[src/design/rbb_pkg.sv]
package rbb_pkg;

  localparam int MAX_RADIUS = 15;
  localparam int MAX_WIDTH  = 1024;
  localparam int HIST_DEPTH = 2 * MAX_RADIUS + 2;

  localparam int CFG_IDX_W  = 2;
  localparam int CFG_DATA_W = 11;
  localparam int RAD_CFG_W  = 4;
  localparam int WID_W      = 11;
  localparam int OUT_COL_W  = 10;

  localparam int COL_W = $clog2(MAX_WIDTH);
  localparam int RAD_W = $clog2(MAX_RADIUS + 1);
  localparam int PTR_W = $clog2(HIST_DEPTH);
  localparam int CNT_W = $clog2(2 * MAX_RADIUS + 2);
  localparam int SUM_W = 8 + CNT_W;

  localparam logic [CFG_IDX_W-1:0] CFG_RADIUS    = CFG_IDX_W'(0);
  localparam logic [CFG_IDX_W-1:0] CFG_ROW_WIDTH = CFG_IDX_W'(1);

  typedef struct packed {
    logic [7:0] red;
    logic [7:0] green;
    logic [7:0] blue;
  } pixel_t;

  typedef struct packed {
    pixel_t             pix;
    logic [COL_W-1:0]   col;
    logic [PTR_W-1:0]   ptr;
    logic [RAD_W-1:0]   rad;
    logic               last;
  } cmd_t;

endpackage

[src/design/rbb_front.sv]
module rbb_front (
  input  logic                           clk,
  input  logic                           rst,
  input  logic                           cfg_valid,
  output logic                           cfg_ready,
  input  logic [rbb_pkg::CFG_IDX_W-1:0]  cfg_index,
  input  logic [rbb_pkg::CFG_DATA_W-1:0] cfg_data,
  input  logic                           in_valid,
  output logic                           in_ready,
  input  logic [7:0]                     in_red,
  input  logic [7:0]                     in_green,
  input  logic [7:0]                     in_blue,
  output logic                           push_valid,
  input  logic                           push_ready,
  output rbb_pkg::cmd_t                  push_data,
  output logic                           row_clear
);
  import rbb_pkg::*;

  logic [RAD_CFG_W-1:0] radius;
  logic [WID_W-1:0]     row_width;
  logic [COL_W-1:0]     column;
  logic [PTR_W-1:0]     ptr;

  logic [WID_W-1:0] w_eff;
  logic [WID_W-1:0] half;
  logic [WID_W-1:0] r_lim;
  logic [WID_W-1:0] r_fin;
  logic             is_last;
  logic             take;
  logic             cfg_hit;

  assign cfg_ready = 1'b1;
  assign cfg_hit   = cfg_valid && cfg_ready &&
                     (cfg_index == CFG_RADIUS || cfg_index == CFG_ROW_WIDTH);
  assign row_clear = cfg_hit;

  always_comb begin
    if (row_width == '0) begin
      w_eff = WID_W'(1);
    end else if (row_width > WID_W'(MAX_WIDTH)) begin
      w_eff = WID_W'(MAX_WIDTH);
    end else begin
      w_eff = row_width;
    end
    half  = (w_eff - WID_W'(1)) >> 1;
    r_lim = (WID_W'(radius) > WID_W'(MAX_RADIUS)) ? WID_W'(MAX_RADIUS) : WID_W'(radius);
    r_fin = (r_lim > half) ? half : r_lim;
  end

  assign is_last = (WID_W'(column) == w_eff - WID_W'(1));

  assign in_ready   = push_ready;
  assign push_valid = in_valid;
  assign take       = in_valid && push_ready;

  always_comb begin
    push_data.pix.red   = in_red;
    push_data.pix.green = in_green;
    push_data.pix.blue  = in_blue;
    push_data.col       = column;
    push_data.ptr       = ptr;
    push_data.rad       = r_fin[RAD_W-1:0];
    push_data.last      = is_last;
  end

  always_ff @(posedge clk) begin
    if (rst) begin
      radius    <= RAD_CFG_W'(1);
      row_width <= WID_W'(320);
      column    <= '0;
      ptr       <= '0;
    end else if (cfg_hit) begin
      if (cfg_index == CFG_RADIUS) begin
        radius <= cfg_data[RAD_CFG_W-1:0];
      end else begin
        row_width <= cfg_data[WID_W-1:0];
      end
      column <= '0;
      ptr    <= '0;
    end else if (take) begin
      if (is_last) begin
        column <= '0;
        ptr    <= '0;
      end else begin
        column <= column + COL_W'(1);
        ptr    <= (ptr == PTR_W'(HIST_DEPTH - 1)) ? '0 : ptr + PTR_W'(1);
      end
    end
  end

endmodule

[src/design/rbb_queue.sv]
module rbb_queue (
  input  logic          clk,
  input  logic          rst,
  input  logic          push_valid,
  output logic          push_ready,
  input  rbb_pkg::cmd_t push_data,
  output logic          pop_valid,
  input  logic          pop_ready,
  output rbb_pkg::cmd_t pop_data
);
  import rbb_pkg::*;

  cmd_t       ent [2];
  logic       wr_ptr;
  logic       rd_ptr;
  logic [1:0] count;
  logic       do_push;
  logic       do_pop;

  assign push_ready = (count != 2'd2);
  assign pop_valid  = (count != 2'd0);
  assign pop_data   = ent[rd_ptr];
  assign do_push    = push_valid && push_ready;
  assign do_pop     = pop_valid && pop_ready;

  always_ff @(posedge clk) begin
    if (do_push) begin
      ent[wr_ptr] <= push_data;
    end
  end

  always_ff @(posedge clk) begin
    if (rst) begin
      wr_ptr <= 1'b0;
      rd_ptr <= 1'b0;
      count  <= 2'd0;
    end else begin
      if (do_push) begin
        wr_ptr <= ~wr_ptr;
      end
      if (do_pop) begin
        rd_ptr <= ~rd_ptr;
      end
      if (do_push && !do_pop) begin
        count <= count + 2'd1;
      end else if (do_pop && !do_push) begin
        count <= count - 2'd1;
      end
    end
  end

endmodule

[src/design/rbb_div.sv]
module rbb_div (
  input  logic                      clk,
  input  logic                      rst,
  input  logic                      start,
  input  logic [rbb_pkg::SUM_W-1:0] num_red,
  input  logic [rbb_pkg::SUM_W-1:0] num_green,
  input  logic [rbb_pkg::SUM_W-1:0] num_blue,
  input  logic [rbb_pkg::CNT_W-1:0] divisor,
  output logic                      done,
  output rbb_pkg::pixel_t           quot
);
  import rbb_pkg::*;

  localparam int STEP_W = $clog2(SUM_W + 1);

  logic [2:0][SUM_W-1:0] quo;
  logic [2:0][CNT_W:0]   rem;
  logic [2:0][SUM_W-1:0] quo_next;
  logic [2:0][CNT_W:0]   rem_next;
  logic [CNT_W-1:0]      dvs;
  logic [STEP_W-1:0]     step;
  logic                  busy;

  // one quotient bit per cycle on all three channels
  always_comb begin
    logic [CNT_W:0] trial;
    for (int i = 0; i < 3; i++) begin
      trial = {rem[i][CNT_W-1:0], quo[i][SUM_W-1]};
      if (trial >= {1'b0, dvs}) begin
        rem_next[i] = trial - {1'b0, dvs};
        quo_next[i] = {quo[i][SUM_W-2:0], 1'b1};
      end else begin
        rem_next[i] = trial;
        quo_next[i] = {quo[i][SUM_W-2:0], 1'b0};
      end
    end
  end

  always_ff @(posedge clk) begin
    if (start) begin
      quo[0] <= num_red;
      quo[1] <= num_green;
      quo[2] <= num_blue;
      rem    <= '0;
      dvs    <= divisor;
    end else if (busy) begin
      quo <= quo_next;
      rem <= rem_next;
    end
  end

  always_ff @(posedge clk) begin
    if (rst) begin
      busy <= 1'b0;
      step <= '0;
      done <= 1'b0;
    end else begin
      done <= 1'b0;
      if (start) begin
        busy <= 1'b1;
        step <= '0;
      end else if (busy) begin
        step <= step + STEP_W'(1);
        if (step == STEP_W'(SUM_W - 1)) begin
          busy <= 1'b0;
          done <= 1'b1;
        end
      end
    end
  end

  assign quot.red   = quo[0][7:0];
  assign quot.green = quo[1][7:0];
  assign quot.blue  = quo[2][7:0];

endmodule

[src/design/rbb_back.sv]
module rbb_back (
  input  logic                          clk,
  input  logic                          rst,
  input  logic                          row_clear,
  input  logic                          pop_valid,
  output logic                          pop_ready,
  input  rbb_pkg::cmd_t                 pop_data,
  output logic                          out_valid,
  input  logic                          out_ready,
  output logic [7:0]                    out_red,
  output logic [7:0]                    out_green,
  output logic [7:0]                    out_blue,
  output logic [rbb_pkg::OUT_COL_W-1:0] out_column,
  output logic                          last_of_run
);
  import rbb_pkg::*;

  typedef enum logic [5:0] {
    S_IDLE = 6'b000001,
    S_RD   = 6'b000010,
    S_DROP = 6'b000100,
    S_LOAD = 6'b001000,
    S_DIV  = 6'b010000,
    S_OUT  = 6'b100000
  } state_t;

  state_t st;
  cmd_t   cmd;
  pixel_t hist [HIST_DEPTH];
  pixel_t rdata;
  pixel_t quot;

  logic [CNT_W-1:0] k;
  logic [CNT_W-1:0] cnt;
  logic [COL_W-1:0] ocol;
  logic             flush;
  logic [SUM_W-1:0] sum_red;
  logic [SUM_W-1:0] sum_green;
  logic [SUM_W-1:0] sum_blue;

  logic [PTR_W:0]   rd_tmp;
  logic [PTR_W-1:0] rd_idx;
  logic [CNT_W-1:0] win_in;
  logic [CNT_W-1:0] win_main;
  logic             pop;
  logic             div_done;
  logic             out_free;
  logic             this_last;
  logic             more_flush;

  assign pop_ready = (st == S_IDLE);
  assign pop       = pop_valid && pop_ready;
  assign out_free  = !out_valid || out_ready;

  // window of the popped item and of the held command: 2r+1
  assign win_in   = CNT_W'({pop_data.rad, 1'b1});
  assign win_main = CNT_W'({cmd.rad, 1'b1});

  // history slot of column (col - k), wrapped
  always_comb begin
    rd_tmp = (PTR_W + 1)'(cmd.ptr) + (PTR_W + 1)'(HIST_DEPTH) - (PTR_W + 1)'(k);
    if (rd_tmp >= (PTR_W + 1)'(HIST_DEPTH)) begin
      rd_tmp = rd_tmp - (PTR_W + 1)'(HIST_DEPTH);
    end
    rd_idx = rd_tmp[PTR_W-1:0];
  end

  always_comb begin
    if (flush) begin
      this_last  = (k == CNT_W'(cmd.rad) + CNT_W'(1));
      more_flush = !this_last;
    end else begin
      this_last  = !(cmd.last && cmd.rad != '0);
      more_flush = !this_last;
    end
  end

  always_ff @(posedge clk) begin
    if (pop) begin
      hist[pop_data.ptr] <= pop_data.pix;
    end
    rdata <= hist[rd_idx];
  end

  rbb_div u_div (
    .clk       (clk),
    .rst       (rst),
    .start     (st == S_LOAD),
    .num_red   (sum_red),
    .num_green (sum_green),
    .num_blue  (sum_blue),
    .divisor   (cnt),
    .done      (div_done),
    .quot      (quot)
  );

  always_ff @(posedge clk) begin
    if (pop) begin
      cmd <= pop_data;
    end
  end

  always_ff @(posedge clk) begin
    if (rst) begin
      st        <= S_IDLE;
      flush     <= 1'b0;
      k         <= '0;
      cnt       <= '0;
      ocol      <= '0;
      sum_red   <= '0;
      sum_green <= '0;
      sum_blue  <= '0;
    end else if (row_clear) begin
      sum_red   <= '0;
      sum_green <= '0;
      sum_blue  <= '0;
    end else begin
      unique case (st)
        S_IDLE: begin
          if (pop) begin
            sum_red   <= sum_red + SUM_W'(pop_data.pix.red);
            sum_green <= sum_green + SUM_W'(pop_data.pix.green);
            sum_blue  <= sum_blue + SUM_W'(pop_data.pix.blue);
            flush     <= 1'b0;
            k         <= win_in;
            cnt       <= CNT_W'(pop_data.col) + CNT_W'(1);
            ocol      <= pop_data.col - COL_W'(pop_data.rad);
            priority if (pop_data.col >= COL_W'(win_in)) begin
              st <= S_RD;
            end else if (pop_data.col >= COL_W'(pop_data.rad)) begin
              st <= S_LOAD;
            end else begin
              st <= S_IDLE;
            end
          end
        end
        S_RD: begin
          st <= S_DROP;
        end
        S_DROP: begin
          sum_red   <= sum_red - SUM_W'(rdata.red);
          sum_green <= sum_green - SUM_W'(rdata.green);
          sum_blue  <= sum_blue - SUM_W'(rdata.blue);
          cnt       <= k;
          st        <= S_LOAD;
        end
        S_LOAD: begin
          st <= S_DIV;
        end
        S_DIV: begin
          if (div_done) begin
            st <= S_OUT;
          end
        end
        S_OUT: begin
          if (out_free) begin
            if (more_flush) begin
              flush <= 1'b1;
              k     <= flush ? k - CNT_W'(1) : win_main - CNT_W'(1);
              ocol  <= ocol + COL_W'(1);
              st    <= S_RD;
            end else begin
              if (cmd.last) begin
                sum_red   <= '0;
                sum_green <= '0;
                sum_blue  <= '0;
              end
              st <= S_IDLE;
            end
          end
        end
        default: begin
          st <= S_IDLE;
        end
      endcase
    end
  end

  always_ff @(posedge clk) begin
    if (st == S_OUT && out_free) begin
      out_red     <= quot.red;
      out_green   <= quot.green;
      out_blue    <= quot.blue;
      out_column  <= OUT_COL_W'(ocol);
      last_of_run <= this_last;
    end
  end

  always_ff @(posedge clk) begin
    if (rst) begin
      out_valid <= 1'b0;
    end else if (st == S_OUT && out_free) begin
      out_valid <= 1'b1;
    end else if (out_ready) begin
      out_valid <= 1'b0;
    end
  end

endmodule

[src/design/row_box_blur_top.sv]
// Horizontal box blur over a raster stream of RGB pixels, one pixel per input transfer.
// Each result is the per-channel truncated mean of the pixels of the same row within
// radius of its column; the window is clipped at the row edges and the divisor shrinks
// with it. Results lag the input by radius pixels, the last pixel of a row flushes the
// remaining radius+1 results, and last_of_run marks the final result of each input.
// The radius is clamped to (row_width-1)/2 and to 15; a row_width of 0 acts as 1 and
// one above 1024 as 1024. Writing either register restarts the row at column 0. Every
// result passes through one shared three-channel divider that yields one quotient bit
// per cycle. A pixel whose result needs no pixel dropped from the window passes the
// load, divide and output states; one that drops a pixel passes the history read and
// drop states first, as does each further result of a row-end flush. A pixel that
// makes no result is only summed and stored. A two-entry queue lets pixels be taken
// while the back end is busy, and an output register holds a result until it is taken.
module row_box_blur_top (
  input  logic                           clk,
  input  logic                           rst,
  input  logic                           cfg_valid,
  output logic                           cfg_ready,
  input  logic [rbb_pkg::CFG_IDX_W-1:0]  cfg_index,
  input  logic [rbb_pkg::CFG_DATA_W-1:0] cfg_data,
  input  logic                           in_valid,
  output logic                           in_ready,
  input  logic [7:0]                     in_red,
  input  logic [7:0]                     in_green,
  input  logic [7:0]                     in_blue,
  output logic                           out_valid,
  input  logic                           out_ready,
  output logic [7:0]                     out_red,
  output logic [7:0]                     out_green,
  output logic [7:0]                     out_blue,
  output logic [rbb_pkg::OUT_COL_W-1:0]  out_column,
  output logic                           last_of_run
);
  import rbb_pkg::*;

  cmd_t push_data;
  cmd_t pop_data;
  logic push_valid;
  logic push_ready;
  logic pop_valid;
  logic pop_ready;
  logic row_clear;

  rbb_front u_front (
    .clk        (clk),
    .rst        (rst),
    .cfg_valid  (cfg_valid),
    .cfg_ready  (cfg_ready),
    .cfg_index  (cfg_index),
    .cfg_data   (cfg_data),
    .in_valid   (in_valid),
    .in_ready   (in_ready),
    .in_red     (in_red),
    .in_green   (in_green),
    .in_blue    (in_blue),
    .push_valid (push_valid),
    .push_ready (push_ready),
    .push_data  (push_data),
    .row_clear  (row_clear)
  );

  rbb_queue u_queue (
    .clk        (clk),
    .rst        (rst),
    .push_valid (push_valid),
    .push_ready (push_ready),
    .push_data  (push_data),
    .pop_valid  (pop_valid),
    .pop_ready  (pop_ready),
    .pop_data   (pop_data)
  );

  rbb_back u_back (
    .clk         (clk),
    .rst         (rst),
    .row_clear   (row_clear),
    .pop_valid   (pop_valid),
    .pop_ready   (pop_ready),
    .pop_data    (pop_data),
    .out_valid   (out_valid),
    .out_ready   (out_ready),
    .out_red     (out_red),
    .out_green   (out_green),
    .out_blue    (out_blue),
    .out_column  (out_column),
    .last_of_run (last_of_run)
  );

endmodule

[config.mk]
export PLATFORM = sky130hd
export DESIGN_NAME = row_box_blur_top
export DESIGN_NICKNAME = d
export VERILOG_FILES = /design/src/design/rbb_pkg.sv /design/src/design/rbb_front.sv /design/src/design/rbb_queue.sv /design/src/design/rbb_div.sv /design/src/design/rbb_back.sv /design/src/design/row_box_blur_top.sv
export SDC_FILE = /design/constraint.sdc
export NUM_CORES = 1
export LEC_CHECK = 0
export BUFFER_PORTS_ARGS = -buffer_cell sky130_fd_sc_hd__buf_2
export CORE_MARGIN = 3
export CORE_UTILIZATION = 35
export CTS_CLUSTER_SIZE = 28
export DETAILED_ROUTE_END_ITERATION = 6
export PLACE_DENSITY_LB_ADDON = 0.05
export REMOVE_ABC_BUFFERS = 1
export SLEW_MARGIN = 20
export SYNTH_ARGS = -nofsm -noshare
export SYNTH_HDL_FRONTEND = slang
export SYNTH_SLANG_ARGS = --single-unit
export TNS_END_PERCENT = 100
[constraint.sdc]
create_clock -name clk -period 11.3 [get_ports clk]
set_input_delay 0.565 -clock clk [delete_from_list [all_inputs] [get_ports clk]]
set_output_delay 0.565 -clock clk [all_outputs]
set_load 0.1 [all_outputs]
* Word-level counts from Yosys, hierarchy flattened *
Memories as Yosys holds them, arrays and structs flattened. A register that Yosys moved wholly into a read port is not among the register bits.
Index checks and enable logic that the tools add are counted.

operators by class
  bitwise gates (word level) = 5
  muxes and demuxes = 62
  reduce and logical (&&, ||, !) cells = 33
  eq/ne operators = 18
  add/subtract/negate cells = 24
  order comparisons = 8

operator list
  cell                     number
  $pmux W13 S3             3
  $mux W13                 6
  $mux W39                 2
  $mux W5                  11
  $mux W10                 4
  $add A13 B8 Y13          3
  $sub A13 B8 Y13          3
  $pmux W6 S6              1
  $mux W6                  4
  $mux W11                 2
  $add A10 B1 Y10 const B  2
  $mux W1                  20
  $pmux W10 S2             1
  $pmux W5 S2              2
  $ge A6 B5 Y1             3
  $sub A5 B1 Y5 const B    3
  $sub A5 B5 Y5            3
  $reduce_bool A2 Y1       6
  $eq A10 B11 Y1           1
  $gt A11 B11 Y1 const B   1
  $logic_not A11 Y1        1
  $sub A11 B1 Y11 const B  1
  $add A5 B1 Y5 const B    2
  $ge A10 B4 Y1            1
  other kinds (38)         64

storage, ports and cells
  memories kept = 2
  bits in writable memories = 856
  input bits = 42
  output and inout port bits = 38
  register bits after elaboration = 211

memory list
  name         depth  width  rd ports  clocked after memory_dff  write ports  line             text
  u_back.hist  32     24     1         1                         1            rbb_back.sv:29   pixel_t hist [HIST_DEPTH];
  u_queue.ent  2      44     1         1                         1            rbb_queue.sv:13  cmd_t ent [2];

* Longest topological paths before layout *
  word-level depth = 7
  depth in mapped cells = 19

* By module *
A second synthesis with hierarchy kept.

unflattened totals
  cell total of the unflattened synthesis = 2749
  area total of the unflattened synthesis = 46494.6 µm²

by module, submodules not included
  module     sequential area each (µm²)  instances  cells each  area an instance (µm²)
  rbb_back   26235.2                     1          1974        37088.1
  rbb_div    1741.7                      1          296         3550.9
  rbb_queue  2742.6                      1          161         3385.7
  rbb_front  600.6                       1          318         2469.9

* Least setup slack after synthesis *
OpenSTA, ideal clock, no wires.

  kind = register -> register
  start point = register u_queue.count[0]
  end point = memory u_queue.ent[0][0] (netlist name), enable pin
  path buffers = 1
  setup slack = 7.197 ns
  cell stages (with the launch flop) = 5
  data required time = 10.854 ns
  period minus slack after synthesis = 4.103 ns
  data arrival time = 3.658 ns
  cells stage by stage = dfxtp_1 nand2b_1 nand2_1 clkbuf_1 nor2_1

between the ends
  word-level cells in the longest chain between the ends = 4

RTL lines
  element                        line                    text
  from (decl)                    rbb_queue.sv:16         logic [1:0] count;
  from (signal assigned)         rbb_queue.sv:45         count <= count + 2'd1;
  from (signal assigned)         rbb_queue.sv:47         count <= count - 2'd1;
  $ne A2 B2 Y1                   rbb_queue.sv:20         assign push_ready = (count != 2'd2);
  via in_ready                   row_box_blur_top.sv:22  output logic in_ready,
  $logic_and A1 B1 Y1            rbb_queue.sv:23         assign do_push = push_valid && push_ready;
  $mux W1                        rbb_queue.sv:27         if (do_push) begin
  $mux W1 (implied by the code)  rbb_queue.sv:28         ent[wr_ptr] <= push_data;
  to (decl)                      rbb_queue.sv:13

The timed path passes the listed nets, and every way through them passes these cells.

* Worst setup path after layout *
  start point = register u_back.k[0]
  end point = register, netlist name u_back.rdata[9]

between the ends
  word-level cells in the longest chain between the ends = 3

RTL lines
  element                                        line                            text
  from (decl)                                    rbb_back.sv:33                  logic [CNT_W-1:0] k;
  from (signal assigned)                         rbb_back.sv:125                 k <= win_in;
  from (signal assigned)                         rbb_back.sv:159                 k <= flush ? k - CNT_W'(1) : win_main - CNT_W'(1);
  $sub A6 B5 Y6 *                                rbb_back.sv:61                  rd_tmp = (PTR_W + 1)'(cmd.ptr) + (PTR_W + 1)'(HIST_DEPTH) - (PTR_W + 1)'(k);
  $sub A5 B1 Y5 or $ge A6 B6 Y1 (tied branches)  rbb_back.sv:63, rbb_back.sv:62
  $mux W5 *                                      rbb_back.sv:62                  if (rd_tmp >= (PTR_W + 1)'(HIST_DEPTH)) begin

Every way passes the cells marked *; elsewhere a longest branch is shown, timed or not.
A chain may end at the register's enable or synchronous reset.

==> flow_metrics.py <==
metrics = {
    "status": {
        "outcome": "completed",
    },
    "drt": {
        "route.final.wire_length_um": 125000,
        "first_pass_iters": 5,
        "ant_nets": 0,
        "routed_via_density": 5.28,
        "avgRoutedWirePerCell_um": 26.5,
        "post-route-drc-count": 0,
        "drtIter0Drc": 2221,
        "via_count": 24800,
    },
    "power": {
        "power_density_nw_per_um2": 291,
        "vdd.ir_drop.worst_uv": 290,
        "static-leakage-power_nw": 17.4,
    },
    "global_route": {
        "global_route.overflow_total": 0,
        "grt_util_all_layers": 0.184,
        "largest_net_degree_at_the_start_of_global_routing": 64,
        "grt_pass1_vias": 25100,
        "antenna_violations_before_repair": 1,
        "grt_pass1_wl_um": 181000,
    },
    "placed_design": {
        "port_buffers": 78,
        "dp_hpwl_um": 71400,
        "detailed_place.area_um2": 48200,
        "gp_congestion": 0.795,
        "post-place-cells": 4469,
    },
    "clocking": {
        "clock_tree.htree_level_count": 3,
        "clock_tree.buffer_depth": 3,
        "numClockSinks": 1092,
        "cts_tree": "yes",
        "cts_buffers": 117,
        "cts_root_buffer": "clkbuf_16",
        "buffer_count_from_post_cts_setup_fixing": 0,
        "worst_skew_pair.late_latency_ns": 0.73,
        "clkTransAtPathRegs_ns": 0.06,
    },
    "floorplanning": {
        "rows": 131,
        "die_area_um2": 134000,
        "dieWidth_um": 366,
        "die_height_um": 366,
        "placeableCoreArea_um2": 128000,
        "top_level_ports": 80,
        "starting_density": 0.354,
    },
    "critical_path": {
        "setup.worst_path.start_class": "flop",
        "worst_ep_arrival_time_ns": 5.55,
        "worst_path_max_delay_cell": "fa_4",
        "critPathMaxFanout": 63,
        "critical_path.top_delay_family": "buffers and inverters",
        "worst_ep_required_time_ns": 11.90,
        "critical_path.cell_chain": "ha_4, inv_1, fa_4, buf_4, buf_4, mux4_2, mux4_2, mux2_2",
        "critical_path_type": "flop to flop",
        "crit_path_end_kind": "flop",
        "timing.critical_path.buf_inv": 3,
        "critical_path.max_stage_delay_ns": 1.11,
    },
    "worst_hold_path": {
        "min_path_type": "input port to flop",
    },
    "layout": {
        "antenna-diode-count": 0,
        "fin_cells": 4703,
        "register_area_um2": 31300,
        "fillers": 11600,
        "area_delta_synth_final_pct": 15.0,
        "finish.net_count": 3005,
        "final_layout_size_suffix_gt1_frac": 0.222,
        "multiInputGateArea_um2": 13600,
        "final_area_um2": 52200,
    },
    "synthesis": {
        "synth-xor-area-share": 0.0171,
        "dominantRegCellSynth": "edfxtp_1",
        "synth_simple_gate_area_frac": 0.0604,
        "synthCells": 2722,
        "yosys_warn_count": 0,
        "adder_and_majority_gate_portion_of_the_synthesized_area": 0.0261,
        "synthArstFlopShare": 0,
        "synth_compound_area_frac": 0.0487,
        "mappedNetlistArea_um2": 45400,
        "ys_types": 81,
        "number_of_register_bits_inferred_by_synthesis": 1092,
        "synth-edff-count": 945,
        "seq_area_frac_synth": 0.690,
        "largest_family_of_logic_cells_by_synthesized_area": "multiplexers",
        "post_synth_mux_area_share": 0.140,
        "syn-mean-instance-area_um2": 16.7,
    },
    "sta": {
        "relSlewSlack": 0.224,
        "report.final.slew_viol_count": 0,
        "worst_hold_slack_ns": 0.0769,
        "fin_crit_ns": 4.95,
        "worst_clock_skew_ns": 0.0396,
        "grt_setup_unrepaired": "false",
        "setup_viol_count_final": 0,
        "worst_slew_pin_slew_ns": 1.15,
        "timing.final.crit_share": 0.438,
        "timing_hold_violations_final": 0,
        "achievable-frequency_mhz": 202,
        "finalSetupTns_ns": 0,
    },
    "run": {
        "max-cap-violations": 0,
    },
}
worst paths after layout:
| kind | start | to | slack, ns | depth (start not counted) |
|---|---|---|---|---|
| max | u_back.k[0]$_SDFFE_PP0P_ | u_back.rdata[9]$_DFF_P_ | 6.35 | 8 |
| min | in_blue[2] | u_queue.ent[1][22]$_DFFE_PP_ | 0.08 | 1 |
| max reg2reg | u_back.k[0]$_SDFFE_PP0P_ | u_back.rdata[9]$_DFF_P_ | 6.35 | 8 |
| min reg2reg | u_back.cnt[2]$_SDFFE_PP0P_ | u_back.u_div.dvs[2]$_DFFE_PP_ | 0.43 | 0 |
cell type report:
cell class	instances	share of cell area
tap	1729	0.0415
timing repair buffer	152	0.0191
sequential	1092	0.600
multi-input combinational	1428	0.261
clock buffer	173	0.0646
inverter	82	0.00590
clock inverter	47	0.00815
layer usage:
metal  share of wire  up-vias  wire length [µm]  GRT usage
met2            0.47      634             58000      0.290
met4           0.018        0              2230     0.0368
met3           0.046      150              5760     0.0284
met1            0.47    13100             58600      0.272
met5               0        -                 0          0
li1                -    11000                 -          -
synthesized netlist by cell type, types with 21 or more instances:
cell type	instances	area [µm²]
nand2_1	204	766
inv_1	79	297
a21o_1	24	180
edfxtp_1	945	28400
xnor2_1	53	464
mux4_2	240	5410
nor2_1	179	672
dfxtp_1	147	2940
a22o_1	23	201
a21oi_1	100	500
nor3_1	47	235
buf_1	21	78.8
ha_1	82	1030
a211oi_1	25	188
clkbuf_1	83	312
mux2_2	46	518
nand3_1	38	190
xor2_1	33	289
mux2i_1	43	430
o21ai_0	57	285
state kept, by name, indices dropped and copies added, names as in the netlist, 10 cells and up, named ones only:
| register | count |
|---|---|
| u_back.cmd | 10 |
| u_back.hist | 768 |
| u_back.ocol | 10 |
| u_back.out_column | 10 |
| u_back.rdata | 24 |
| u_back.sum_blue | 13 |
| u_back.sum_green | 13 |
| u_back.sum_red | 13 |
| u_back.u_div.quo | 15 |
| u_back.u_div.quot | 24 |
| u_back.u_div.rem | 15 |
| u_front.column | 10 |
| u_front.row_width | 11 |
| u_queue.ent | 88 |
metrics by stage:
step	utilization	setup WS (ns)	power, mW
2_1_floorplan	-	2.23	10.5
3_3_place_gp	0.376	6.36	11.5
3_5_place_dp	0.376	6.32	11.6
4_1_cts	0.407	6.29	15.4
5_1_grt	0.407	6.09	16.0
6_report	0.407	6.35	15.2
worst register-to-register path, cell delays in order, from the launching register on:
cell and delay, ns:
dfxtp_1 0.49, ha_4 0.18, inv_1 0.06, fa_4 1.11
buf_4 0.81, buf_4 0.92, mux4_2 0.53, mux4_2 0.48
mux2_2 0.27
power by group:
part / internal (mW) / total [mW] / switching (mW)
Sequential: 5.02 / 5.22 / 0.205
Combinational: 2.88 / 6.16 / 3.28
Clock: 2.18 / 3.78 / 1.60
Total: 10.1 / 15.2 / 5.09
layout by cell type, fill, tap and decap left out, drive strengths merged, types with 12 or more instances in the layout:
| cell type | instances |
|---|---|
| mux2 | 46 |
| dfxtp | 147 |
| xor2 | 33 |
| clkbuf | 173 |
| nor4 | 15 |
| a22o | 23 |
| o21a | 12 |
| nand4 | 13 |
| a21o | 24 |
| ha | 82 |
| mux4 | 240 |
| and3 | 14 |
| nand2b | 19 |
| o21ai | 59 |
| nor2 | 181 |
| dlygate4sd3 | 13 |
| nor2b | 19 |
| a21oi | 101 |
| buf | 139 |
| mux2i | 43 |
| edfxtp | 945 |
| inv | 82 |
| nor3 | 48 |
| a211oi | 25 |
| xnor2 | 53 |
| clkinv | 38 |
| nand3 | 38 |
| nand2 | 204 |
timing repair:
action                                 4_1_cts  5_1_grt
endpoints found under the hold margin       25        0
hold buffers                                13        0
setup endpoints to repair                    0        0
gates resized for setup                      0        0
cell families after synthesis:
kind of cell | after synthesis
XOR/XNOR | 87
adder cells (fa/ha/maj) | 90
flip-flops | 1092
buffers and inverters | 202
other | 1
AND/OR/NAND/NOR | 595
AO/OA/AOI/OAI | 326
multiplexers | 329
Power figures use the tool's default switching activity.
